**src/sv/i2cm_pkg.sv**
```systemverilog
// Shared types, constants and phase tables of the I2C master byte engine.
package i2cm_pkg;

	localparam int unsigned TICK_W  = 16;
	localparam int unsigned PHASE_W = 5;
	localparam int unsigned SUB_W   = 2;

	localparam logic [TICK_W-1:0] PHASE_TICKS_RESET = 16'd360;

	localparam logic [PHASE_W-1:0] WR_DATA_PHASES = 5'd24;
	localparam logic [PHASE_W-1:0] WR_ACK_RELEASE = 5'd25;
	localparam logic [PHASE_W-1:0] WR_ACK_SAMPLE  = 5'd26;
	localparam logic [PHASE_W-1:0] RD_DATA_PHASES = 5'd16;
	localparam logic [PHASE_W-1:0] RD_ACK_DRIVE   = 5'd17;
	localparam logic [PHASE_W-1:0] RD_ACK_HIGH    = 5'd18;

	localparam logic [SUB_W-1:0] SUB_SCL_LOW  = 2'd0;
	localparam logic [SUB_W-1:0] SUB_SDA_SET  = 2'd1;
	localparam logic [SUB_W-1:0] SUB_SCL_HIGH = 2'd2;

	typedef enum logic [1:0] {
		OP_START = 2'd0,
		OP_STOP  = 2'd1,
		OP_WRITE = 2'd2,
		OP_READ  = 2'd3
	} op_t;

	typedef struct packed {
		logic scl_we;
		logic scl_val;
		logic sda_we;
		logic sda_val;
	} lvl_upd_t;

	typedef struct packed {
		logic       cmd_valid;
		op_t        op;
		logic [7:0] tx_byte;
		logic       send_nack;
		logic       sda_in;
	} in_beat_t;

	typedef struct packed {
		logic       scl_out;
		logic       sda_out;
		logic       busy_res;
		logic       done_res;
		logic [7:0] rx_byte;
		logic       ack_bit;
	} res_t;

	function automatic logic [PHASE_W-1:0] phase_total(input op_t op);
		logic [PHASE_W-1:0] n;
		unique case (op)
			OP_START: n = 5'd3;
			OP_STOP:  n = 5'd4;
			OP_WRITE: n = 5'd28;
			OP_READ:  n = 5'd20;
			default:  n = 5'd3;
		endcase
		return n;
	endfunction

endpackage

```
**src/sv/i2cm_phase_dec.sv**
```systemverilog
// Bus level updates applied on entry to a phase of a command.
module i2cm_phase_dec (
	input  i2cm_pkg::op_t                   op,
	input  logic [i2cm_pkg::PHASE_W-1:0]    idx,
	input  logic [i2cm_pkg::SUB_W-1:0]      sub,
	input  logic                            data_msb,
	input  logic                            nack,
	output i2cm_pkg::lvl_upd_t              upd
);

	always_comb begin
		upd = '0;
		unique case (op)
			i2cm_pkg::OP_START: begin
				if (idx == 5'd0) begin
					upd = '{scl_we: 1'b1, scl_val: 1'b1, sda_we: 1'b1, sda_val: 1'b1};
				end else if (idx == 5'd1) begin
					upd.sda_we = 1'b1;
				end else begin
					upd.scl_we = 1'b1;
				end
			end
			i2cm_pkg::OP_STOP: begin
				if (idx == 5'd0) begin
					upd.scl_we = 1'b1;
				end else if (idx == 5'd1) begin
					upd.sda_we = 1'b1;
				end else if (idx == 5'd2) begin
					upd.scl_we  = 1'b1;
					upd.scl_val = 1'b1;
				end else begin
					upd.sda_we  = 1'b1;
					upd.sda_val = 1'b1;
				end
			end
			i2cm_pkg::OP_WRITE: begin
				if (idx < i2cm_pkg::WR_DATA_PHASES) begin
					if (sub == i2cm_pkg::SUB_SCL_LOW) begin
						upd.scl_we = 1'b1;
					end else if (sub == i2cm_pkg::SUB_SDA_SET) begin
						upd.sda_we  = 1'b1;
						upd.sda_val = data_msb;
					end else begin
						upd.scl_we  = 1'b1;
						upd.scl_val = 1'b1;
					end
				end else if (idx == i2cm_pkg::WR_ACK_RELEASE) begin
					upd.sda_we  = 1'b1;
					upd.sda_val = 1'b1;
				end else if (idx == i2cm_pkg::WR_ACK_SAMPLE) begin
					upd.scl_we  = 1'b1;
					upd.scl_val = 1'b1;
				end else begin
					upd.scl_we = 1'b1;
				end
			end
			i2cm_pkg::OP_READ: begin
				if (idx < i2cm_pkg::RD_DATA_PHASES) begin
					upd.scl_we = 1'b1;
					if (!idx[0]) begin
						if (idx == 5'd0) begin
							upd.sda_we  = 1'b1;
							upd.sda_val = 1'b1;
						end
					end else begin
						upd.scl_val = 1'b1;
					end
				end else if (idx == i2cm_pkg::RD_ACK_DRIVE) begin
					upd.sda_we  = 1'b1;
					upd.sda_val = nack;
				end else if (idx == i2cm_pkg::RD_ACK_HIGH) begin
					upd.scl_we  = 1'b1;
					upd.scl_val = 1'b1;
				end else begin
					upd.scl_we = 1'b1;
				end
			end
			default: upd = '0;
		endcase
	end

endmodule

```
**src/sv/i2cm_core.sv**
```systemverilog
// Command sequencer: phase and tick counters, shift register and bus levels.
module i2cm_core (
	input  logic                          clk,
	input  logic                          arst_n,
	input  logic                          step_en,
	input  logic [i2cm_pkg::TICK_W-1:0]   phase_ticks,
	input  i2cm_pkg::in_beat_t            beat,
	output i2cm_pkg::res_t                res
);

	i2cm_pkg::op_t                  active_op_q;
	logic                           running_q;
	logic [i2cm_pkg::PHASE_W-1:0]   phase_q;
	logic [i2cm_pkg::SUB_W-1:0]     sub_q;
	logic [i2cm_pkg::TICK_W-1:0]    tick_q;
	logic [7:0]                     shift_q;
	logic                           nack_q;
	logic [7:0]                     rx_hold_q;
	logic                           ack_hold_q;
	logic                           scl_q;
	logic                           sda_q;

	logic                           start;
	i2cm_pkg::op_t                  op_e;
	logic [i2cm_pkg::PHASE_W-1:0]   phase_e;
	logic [i2cm_pkg::SUB_W-1:0]     sub_e;
	logic [i2cm_pkg::TICK_W-1:0]    tick_e;
	logic [7:0]                     shift_e;
	logic                           nack_e;
	logic                           scl_e;
	logic                           sda_e;
	logic                           run_e;
	logic [i2cm_pkg::TICK_W-1:0]    limit;
	logic [i2cm_pkg::TICK_W-1:0]    tick_inc;
	logic                           phase_end;
	logic [7:0]                     shift_lv;
	logic                           ack_lv;
	logic [i2cm_pkg::PHASE_W-1:0]   phase_inc;
	logic [i2cm_pkg::SUB_W-1:0]     sub_inc;
	i2cm_pkg::lvl_upd_t             upd_start;
	i2cm_pkg::lvl_upd_t             upd_next;

	i2cm_pkg::op_t                  active_op_n;
	logic                           running_n;
	logic [i2cm_pkg::PHASE_W-1:0]   phase_n;
	logic [i2cm_pkg::SUB_W-1:0]     sub_n;
	logic [i2cm_pkg::TICK_W-1:0]    tick_n;
	logic [7:0]                     shift_n;
	logic [7:0]                     rx_hold_n;
	logic                           ack_hold_n;
	logic                           scl_n;
	logic                           sda_n;
	logic                           done;

	i2cm_phase_dec u_dec_start (
		.op       (beat.op),
		.idx      ('0),
		.sub      (i2cm_pkg::SUB_SCL_LOW),
		.data_msb (beat.tx_byte[7]),
		.nack     (beat.send_nack),
		.upd      (upd_start)
	);

	i2cm_phase_dec u_dec_next (
		.op       (op_e),
		.idx      (phase_inc),
		.sub      (sub_inc),
		.data_msb (shift_lv[7]),
		.nack     (nack_e),
		.upd      (upd_next)
	);

	// Take a new command when idle, then run the leave side of the current phase.
	always_comb begin
		start   = ~running_q & beat.cmd_valid;
		op_e    = start ? beat.op        : active_op_q;
		phase_e = start ? '0             : phase_q;
		sub_e   = start ? '0             : sub_q;
		tick_e  = start ? '0             : tick_q;
		shift_e = start ? beat.tx_byte   : shift_q;
		nack_e  = start ? beat.send_nack : nack_q;
		run_e   = running_q | start;
		scl_e   = (start && upd_start.scl_we) ? upd_start.scl_val : scl_q;
		sda_e   = (start && upd_start.sda_we) ? upd_start.sda_val : sda_q;

		limit     = (phase_ticks == '0) ? {{(i2cm_pkg::TICK_W-1){1'b0}}, 1'b1} : phase_ticks;
		tick_inc  = tick_e + 1'b1;
		phase_end = run_e && (tick_inc >= limit);
		phase_inc = phase_e + 1'b1;
		sub_inc   = (sub_e == i2cm_pkg::SUB_SCL_HIGH) ? i2cm_pkg::SUB_SCL_LOW : sub_e + 1'b1;

		shift_lv = shift_e;
		ack_lv   = ack_hold_q;
		if (phase_end) begin
			if (op_e == i2cm_pkg::OP_WRITE) begin
				if (phase_e < i2cm_pkg::WR_DATA_PHASES && sub_e == i2cm_pkg::SUB_SCL_HIGH) begin
					shift_lv = {shift_e[6:0], 1'b0};
				end else if (phase_e == i2cm_pkg::WR_ACK_SAMPLE) begin
					ack_lv = beat.sda_in;
				end
			end else if (op_e == i2cm_pkg::OP_READ) begin
				if (phase_e < i2cm_pkg::RD_DATA_PHASES && phase_e[0]) begin
					shift_lv = {shift_e[6:0], beat.sda_in};
				end
			end
		end
	end

	// Advance to the next phase or finish the command.
	always_comb begin
		active_op_n = op_e;
		running_n   = run_e;
		phase_n     = phase_e;
		sub_n       = sub_e;
		tick_n      = tick_e;
		shift_n     = shift_lv;
		rx_hold_n   = rx_hold_q;
		ack_hold_n  = ack_lv;
		scl_n       = scl_e;
		sda_n       = sda_e;
		done        = 1'b0;
		if (run_e) begin
			if (phase_end) begin
				tick_n = '0;
				if (phase_inc >= i2cm_pkg::phase_total(op_e)) begin
					if (op_e == i2cm_pkg::OP_READ) begin
						rx_hold_n = shift_lv;
						sda_n     = 1'b1;
					end
					running_n = 1'b0;
					phase_n   = '0;
					done      = 1'b1;
				end else begin
					phase_n = phase_inc;
					sub_n   = sub_inc;
					if (upd_next.scl_we) begin
						scl_n = upd_next.scl_val;
					end
					if (upd_next.sda_we) begin
						sda_n = upd_next.sda_val;
					end
				end
			end else begin
				tick_n = tick_inc;
			end
		end

		res.scl_out  = scl_e;
		res.sda_out  = sda_e;
		res.busy_res = run_e;
		res.done_res = done;
		res.rx_byte  = rx_hold_n;
		res.ack_bit  = ack_hold_n;
	end

	always_ff @(posedge clk or negedge arst_n) begin
		if (!arst_n) begin
			active_op_q <= i2cm_pkg::OP_START;
			running_q   <= 1'b0;
			phase_q     <= '0;
			sub_q       <= '0;
			tick_q      <= '0;
			shift_q     <= '0;
			nack_q      <= 1'b0;
			rx_hold_q   <= '0;
			ack_hold_q  <= 1'b0;
			scl_q       <= 1'b1;
			sda_q       <= 1'b1;
		end else if (step_en) begin
			active_op_q <= active_op_n;
			running_q   <= running_n;
			phase_q     <= phase_n;
			sub_q       <= sub_n;
			tick_q      <= tick_n;
			shift_q     <= shift_n;
			nack_q      <= nack_e;
			rx_hold_q   <= rx_hold_n;
			ack_hold_q  <= ack_hold_n;
			scl_q       <= scl_n;
			sda_q       <= sda_n;
		end
	end

endmodule

```
**src/sv/i2c_master_byte_engine_top.sv**
```systemverilog
// Top level of the I2C master byte engine: input register, sequencer, result register.
//
// Usage:
//   Each slave-side beat is one tick of the bus time base. tuser carries the
//   command flag and opcode, tdata the byte to send, the ACK/NACK choice for a
//   read and the sampled SDA level. Each beat yields exactly one master-side
//   beat with the SCL/SDA drive levels of that tick, busy and done flags, the
//   byte of the last read and the acknowledge of the last write.
//   cfg_we/cfg_wdata write phase_ticks, the ticks per bus phase (0 acts as 1);
//   write it only while no command runs and no beat is in flight.
// Throughput:
//   One beat per cycle while the result slot is free or draining. A beat taken
//   at a clock edge lands in the input register, is worked by the sequencer and
//   is loaded into the result register, which drives the master side.
// Reset:
//   arst_n clears both pipeline stages, puts the bus levels at idle (both
//   lines released), the sequencer idle and phase_ticks at 360.
// Stall:
//   When the receiver holds tready low the result register holds its beat; the
//   input register still takes one more beat, then s_axis_tready drops until
//   the result is taken. No beat is lost or repeated.
module i2c_master_byte_engine_top (
	input  logic        clk,
	input  logic        arst_n,

	input  logic        cfg_we,
	input  logic [15:0] cfg_wdata,          // phase_ticks

	input  logic        s_axis_tvalid,
	output logic        s_axis_tready,
	input  logic [15:0] s_axis_tdata,       // [7:0] tx_byte, [8] send_nack, [9] sda_in, rest 0
	input  logic [2:0]  s_axis_tuser,       // [0] cmd_valid, [2:1] op

	output logic        m_axis_tvalid,
	input  logic        m_axis_tready,
	output logic [15:0] m_axis_tdata        // [0] scl_out, [1] sda_out, [2] busy_res,
	                                        // [3] done_res, [11:4] rx_byte, [12] ack_bit, rest 0
);

	logic [i2cm_pkg::TICK_W-1:0] phase_ticks_q;

	logic                        valid_s1;
	i2cm_pkg::in_beat_t          beat_s1;
	logic                        out_valid_q;
	i2cm_pkg::res_t              res_q;
	i2cm_pkg::res_t              res;

	logic                        in_take;
	logic                        advance;

	// Advance the sequencer one tick whenever a beat waits and the result slot is free or draining.
	assign advance       = valid_s1 & (~out_valid_q | m_axis_tready);
	assign s_axis_tready = ~valid_s1 | advance;
	assign in_take       = s_axis_tvalid & s_axis_tready;

	// Hold the configured phase length.
	always_ff @(posedge clk or negedge arst_n) begin
		if (!arst_n) begin
			phase_ticks_q <= i2cm_pkg::PHASE_TICKS_RESET;
		end else if (cfg_we) begin
			phase_ticks_q <= cfg_wdata;
		end
	end

	// Input register.
	always_ff @(posedge clk or negedge arst_n) begin
		if (!arst_n) begin
			valid_s1 <= 1'b0;
		end else if (in_take) begin
			valid_s1 <= 1'b1;
		end else if (advance) begin
			valid_s1 <= 1'b0;
		end
	end

	always_ff @(posedge clk) begin
		if (in_take) begin
			beat_s1.cmd_valid <= s_axis_tuser[0];
			beat_s1.op        <= i2cm_pkg::op_t'(s_axis_tuser[2:1]);
			beat_s1.tx_byte   <= s_axis_tdata[7:0];
			beat_s1.send_nack <= s_axis_tdata[8];
			beat_s1.sda_in    <= s_axis_tdata[9];
		end
	end

	i2cm_core u_core (
		.clk         (clk),
		.arst_n      (arst_n),
		.step_en     (advance),
		.phase_ticks (phase_ticks_q),
		.beat        (beat_s1),
		.res         (res)
	);

	// Result register: load on advance, drop once the receiver takes the beat.
	always_ff @(posedge clk or negedge arst_n) begin
		if (!arst_n) begin
			out_valid_q <= 1'b0;
		end else if (advance) begin
			out_valid_q <= 1'b1;
		end else if (m_axis_tready) begin
			out_valid_q <= 1'b0;
		end
	end

	always_ff @(posedge clk) begin
		if (advance) begin
			res_q <= res;
		end
	end

	assign m_axis_tvalid = out_valid_q;
	assign m_axis_tdata  = {3'b000, res_q.ack_bit, res_q.rx_byte, res_q.done_res,
	                        res_q.busy_res, res_q.sda_out, res_q.scl_out};

endmodule

```
**config.mk**
```make
export PLATFORM = sky130hd
export DESIGN_NAME = i2c_master_byte_engine_top
export DESIGN_NICKNAME = d
export VERILOG_FILES = /design/src/sv/i2cm_pkg.sv /design/src/sv/i2cm_phase_dec.sv /design/src/sv/i2cm_core.sv /design/src/sv/i2c_master_byte_engine_top.sv
export SDC_FILE = /design/constraint.sdc
export NUM_CORES = 1
export LEC_CHECK = 0
export ABC_AREA = 1
export BUFFER_PORTS_ARGS = -buffer_cell sky130_fd_sc_hd__buf_2
export CAP_MARGIN = 20
export CELL_PAD_IN_SITES_DETAIL_PLACEMENT = 0
export CELL_PAD_IN_SITES_GLOBAL_PLACEMENT = 1
export CORE_MARGIN = 2
export CORE_UTILIZATION = 48
export DETAILED_ROUTE_END_ITERATION = 8
export PLACE_DENSITY_LB_ADDON = 0.1
export SETUP_SLACK_MARGIN = 0.15
export SLEW_MARGIN = 20
export SYNTH_ARGS = -nofsm -noshare
export SYNTH_HDL_FRONTEND = slang
export SYNTH_SLANG_ARGS = --single-unit
```
**constraint.sdc**
```tcl
create_clock -name clk -period 7.9 [get_ports clk]
set_clock_uncertainty 0.2 [all_clocks]
set_input_delay 0.395 -clock clk [delete_from_list [all_inputs] [get_ports clk]]
set_output_delay 0.395 -clock clk [all_outputs]
set_load 0.005 [all_outputs]
```
# ---- Word-level counts from Yosys, hierarchy flattened
# Cells that the tools add are included.
# Widths: inputs -> output; s select.
dict set report op_classes {
  n_reduce_logical 14
  bitwise 9
  add_sub_neg 3
  eq_ne 15
  muxes 80
  n_lt_le_gt_ge 6
}
# op count
set op_table {}
lappend op_table {{$mux 8} 10}
lappend op_table {{$mux 16} 4}
lappend op_table {{$mux 1} 36}
lappend op_table {{$mux 2} 17}
lappend op_table {{$mux 5} 6}
lappend op_table {{$eq 5x5->1 const B} 5}
lappend op_table {{$lt 5x5->1 const B} 4}
lappend op_table {{$pmux 5 s4} 1}
lappend op_table {{$add 16x1->16 const B} 1}
lappend op_table {{$ge 16x16->1} 1}
lappend op_table {{$logic_not 16->1} 1}
lappend op_table {{$pmux 4 s4} 1}
lappend op_table {{$pmux 4 s3} 1}
lappend op_table {{$eq 2x2->1 const B} 5}
lappend op_table {{$mux 4} 2}
lappend op_table {{$eq 2x1->1 const B} 3}
lappend op_table {{$logic_not 2->1} 3}
lappend op_table {{$mux 3} 2}
lappend op_table {{$add 5x1->5 const B} 1}
lappend op_table {{$eq 5x1->1 const B} 1}
lappend op_table {{$eq 5x2->1 const B} 1}
lappend op_table {{$ge 5x5->1} 1}
lappend op_table {{$logic_and 1x1->1} 5}
lappend op_table {{$logic_not 5->1} 1}
lappend op_table {{7 further kinds} 14}
dict set report totals {
  input_bits 40
  word_cells 152
  output_inout_bits 18
  reg_bits 90
}

# ---- Longest topological paths before layout
dict set report depth {
  word_depth 17
  mapped_depth 30
  ltp_nobuf 28
}

# ---- Hierarchy
# From an unflattened synthesis, not the netlist that was laid out.
dict set report hier_totals {
  hier_cells 839
  hier_area_um2 6122.1
}
# module seq_area_each_um2 cells_each n_inst area_each_um2
set by_module_without_submodules {}
lappend by_module_without_submodules {i2cm_core 1153.6 606 1 3960.0}
lappend by_module_without_submodules {i2c_master_byte_engine_top 1236.2 109 1 1551.5}
lappend by_module_without_submodules {i2cm_phase_dec 0.0 62 2 305.3}

# ---- Worst setup path before layout
# No wires, ideal clock.
dict set report synth_path {
  kind {register to register}
  from {register beat_s1[12] (netlist bit)}
  to {register u_core.rx_hold_q[3]}
  period_less_slack_ns 4.096
  t_arrival_ns 3.813
  stages_incl_launch_ff 29
  setup_time_ns 0.083
  path_slack_ns 3.804
  required_time_ns 7.617
  path_buffers 3
  path_cell_list {edfxtp_1 -> nand2_4 -> buf_12 -> inv_4 -> buf_2 -> nor2_1 -> ha_1 -> inv_1 -> nor3_4 -> nand3_2 -> nor3_2 -> nand3_2 -> nor2_2 -> nand4_1 -> xnor2_1 -> ha_1 -> nand2_1 -> nor4_1 -> nand2_1 -> nand2_2 -> nand2_2 -> inv_2 -> nand2_1 -> nor2_4 -> buf_6 -> nand2_1 -> o21ai_2 -> nand2_1 -> o21ai_0}
}
# element line_no
set synth_lines {}
lappend synth_lines {{start: declaration} i2c_master_byte_engine_top.sv:43} ;# i2cm_pkg::in_beat_t beat_s1;
lappend synth_lines {{end signal: assignment} i2cm_core.sv:177} ;# rx_hold_q <= rx_hold_n;
lappend synth_lines {{end: declaration} i2cm_core.sv:18} ;# logic [7:0] rx_hold_q;

# ---- Worst setup path after layout
dict set report layout_path {
  from {register beat_s1[12] (netlist bit)}
  to {register u_core.sub_q[0] (netlist bit)}
}
dict set report layout_between {
  elab_chain_len 10
  elab_cells_between_ends 24
  classes_between {3 x add/sub; 2 x order compare; 4 x eq/ne; 11 x mux; 2 x bitwise; 2 x reduce/logical}
}
# element line_no
set layout_lines {}
lappend layout_lines {{$and 1x1->1 *} i2cm_core.sv:75} ;# start = ~running_q & beat.cmd_valid;
lappend layout_lines {{parallel branches: the longest is 8 deep, another holds $add 16x1->16} --}
lappend layout_lines {{$mux 2 *} i2cm_core.sv:122} ;# if (run_e) begin
lappend layout_lines {{end signal: assignment} i2cm_core.sv:173} ;# sub_q <= sub_n;
lappend layout_lines {{end: declaration} i2cm_core.sv:14} ;# logic [i2cm_pkg::SUB_W-1:0] sub_q;
# Every way passes the cells marked *. The select of a mux whose other input is x is not followed.
# A chain may end at the register's enable or synchronous reset.

==> reports/metrics.cfg <==
[run_status]
status = finished, violations left
violations = hold timing

[cells_and_area]
drive_gt1_frac = 0.155
n_antenna_cell = 0
stdcell_count = 836
fill_cells = 1010
areaGrowthSynthToFinish_pct = 12.5
fin_nets = 759
fin_area_um2 = 5910
final_common_cell = nand2_1
final_cell_mix = 157 x nand2_1, 95 x inv_1, 69 x o21ai_0

[sta]
hold_viol_final = 1
fmax_mhz = 191
fin_crit_sh = 0.664
layout_setup_ws_ns = 2.65
worstMarginPinSlew_ns = 0.859
whs_ns = -0.0131
final-max-slew-violation-count = 0
min_period_ns = 5.25
rsz0062_at_grt = no
max-slew-margin-rel = 0.427
setup_violations = 0
setup_tns_ns = 0

[global_route]
grt_pass1_wl_um = 19500
use_met3 = 0.0241
grt_max_degree = 65
track_usage = 0.213
grtUsageMet2 = 0.337
grt_pass1_vias = 4088
busiest_layer = met2
gr-total-overflow = 0
use_met1 = 0.302
antenna_found_initial = 0

[setup_path]
path_cells = nand2_4 -> inv_4 -> nor2_8 -> ha_1 -> inv_1 -> nor3_4 -> nand3_2 -> nor3_2 -> nand3_2 -> nor2_2 -> nand4_1 -> xnor2_1 -> ha_1 -> nand2_1 -> nor4_1 -> nand2_1 -> nand2_2 -> nand2_2 -> nor2_1 -> inv_1 -> o21ai_0 -> o21ai_0
worstPathArrival_ns = 5.27
rr_endpoint = u_core.sub_q[0]
path_class = reg2reg
worstSetupEndpoint = u_core.sub_q[0]
max_stage_delay_ns = 0.49
crit_path_top_delay_cell = nor4_1
worstSetupEndpointType = flip-flop
crit_fanout = 45
crit_start = beat_s1[12]
reg2reg_slack_ns = 2.65
r2r_start = beat_s1[12]
reg2regPathDepth = 22
cp-start-kind = flip-flop
cp.required_ns = 7.93

[routing]
avgViaCountPerCell = 5.06
drtAntennaViolNets = 0
drt_iter0_drc = 235
drt-total-wl_um = 11400
drc_errors = 0
vias = 4227
wire_per_inst_um = 13.7
drt_pass1_iterations = 4

[floorplan]
ioPinCount = 58
die_h_um = 109
die-area_um2 = 11800
rows = 38
start_util = 0.489
die_w_um = 109
core_um2 = 10700

[synthesis]
syn-cell-area_um2 = 5250
yosys_warnings = 0
syn_avg_cell_area_um2 = 8.28
synthCells = 634
synth_cell_types = 47
yosysSeqAreaShare = 0.455
ys_seq_elements = 90

[clock_network]
htree_levels = 3
cts_tree = done
clockRootBuffer = clkbuf_8
post_cts_resize_count = 0
clk_pin_slew_ns = 0.09
cts_sinks = 90
worstSkewPairLatency_ns = 0.37
cts_max_path_buffers = 2
numCtsBuffers = 9
cts_setup_buffers = 0

[pwr]
ir_worst_vdd_v = 0.000141
p_switching_uw = 708
combPwrFrac = 0.430
p_int_uw = 1010
clock_power_share = 0.190
p_seq_frac = 0.380
swShare = 0.412
powerDensity_nw_per_um2 = 291
power_leakage_uw = 0.00289

[placement]
gp_congestion = 0.851
dp_cells = 807
portBuffers = 48
dpl_worst_slack_ns = 2.76
dpl.hpwl_um = 8030
placed_area_um2 = 5580

[worst_hold_path]
min_path_type = in2async

[flow_run]
drv_cap = 0

-- how the worst min path moves through the flow --
stage	from	slack (ns)	to	depth (start not counted)
4_1_cts	cfg_wdata[12]	0.003	phase_ticks_q[12]	3
5_1_grt	cfg_wdata[1]	0.03	phase_ticks_q[1]	3
3_3_place_gp	u_core.ack_hold_q	0.26	u_core.ack_hold_q	2
2_1_floorplan	arst_n	-0.10	m_axis_tvalid	0
3_5_place_dp	u_core.ack_hold_q	0.27	u_core.ack_hold_q	2
6_report	arst_n	-0.01	u_core.active_op_q[0]	2
-- cell usage after synthesis (all sizes together) --
| cell type | number | area, um2 |
|---|---|---|
| inv | 99 | 374 |
| o21bai | 3 | 22.5 |
| xor2 | 12 | 105 |
| o41ai | 1 | 8.76 |
| nand4 | 10 | 62.6 |
| nor4 | 1 | 6.26 |
| buf | 10 | 77.6 |
| nor3 | 4 | 41.3 |
| o21ai | 81 | 439 |
| a21oi | 19 | 95.1 |
| xnor2 | 1 | 8.76 |
| nor2 | 37 | 175 |
| o21a | 4 | 30.0 |
| edfxtp | 26 | 781 |
| dfrtp | 58 | 1450 |
| o31ai | 1 | 7.51 |
| clkinv | 2 | 7.51 |
| nand3 | 34 | 195 |
| dfstp | 6 | 158 |
| conb | 1 | 3.75 |
| o211ai | 2 | 15.0 |
| o22ai | 8 | 50.1 |
| nand2 | 164 | 638 |
| a22oi | 1 | 7.51 |
| mux2i | 2 | 20.0 |
| mux2 | 1 | 11.3 |
| ha | 28 | 350 |
| a32o | 3 | 30.0 |
| clkbuf | 9 | 33.8 |
| a21boi | 6 | 45.0 |
-- repair_timing --
item	4_1_cts	5_1_grt
hold buffers	13	0
endpoints found under the hold margin	13	0
setup endpoints to repair	0	0
-- registers in the layout (all words and copies together), names as in the netlist --
register            flops
u_core.rx_hold_q        8
m_axis_tdata           13
u_core.tick_q          16
u_core.active_op_q      2
u_core.phase_q          5
valid_s1                1
phase_ticks_q          16
m_axis_tvalid           1
u_core.nack_q           1
u_core.scl_q            1
u_core.sda_q            1
u_core.ack_hold_q       1
u_core.sub_q            2
beat_s1                13
u_core.shift_q          8
u_core.running_q        1
-- routing by layer --
layer	vias up	wire length [um]	share of wire
met2	61	5260	0.46
met3	6	402	0.035
met4	0	91	0.0079
met5	-	0	0
met1	1981	5690	0.50
li1	2179	-	-
-- metrics by stage --
step	utilization	power [uW]	hold WS, ns
finish	0.550	1720	-0.0131
global route	0.550	1870	0.0252
CTS	0.550	1730	0.00348
detailed placement	0.519	1390	0.272
global placement	0.519	1370	0.259
floorplan	-	1210	-0.101
-- cell type report --
cell class	instances	area, um2	area share
inverters	101	382	0.0646
clock buffers	9	124	0.0210
repair buffers	63	385	0.0652
clock inverters	7	75.1	0.0127
multi-input cells	426	2380	0.402
well taps	140	175	0.0297
flip-flops and latches	90	2390	0.405
-- power by group through the flow --
stage / sequential, uW / clock [uW] / combinational, uW
6_report: 653 / 326 / 737
5_1_grt: 664 / 358 / 853
4_1_cts: 653 / 338 / 738
3_5_place_dp: 663 / 0 / 729
3_3_place_gp: 658 / 0 / 713
2_1_floorplan: 652 / 0 / 561
-- critical path: cells and delay by family, from the launching register on --
kind | cells | cell delay (ns)
AO/OA/AOI/OAI | 2 | 0.32
XOR/XNOR | 1 | 0.18
adder cells (fa/ha/maj) | 2 | 0.43
buffers and inverters | 3 | 0.52
flip-flops | 1 | 0.44
AND/OR/NAND/NOR | 14 | 2.98
-- logic make-up (layout without fill, tap and decap cells) --
logic type               after synthesis  count (layout)  share of synthesized area
flip-flops                            90              90                      0.455
AND/OR/NAND/NOR                      250             250                      0.213
multiplexers                           3               3                    0.00596
adder cells (fa/ha/maj)               28              28                     0.0667
buffers and inverters                120             180                     0.0939
XOR/XNOR                              13              13                     0.0217
other                                  1               3                   0.000714
AO/OA/AOI/OAI                        129             129                      0.143
(Power assumes the default switching activity.)
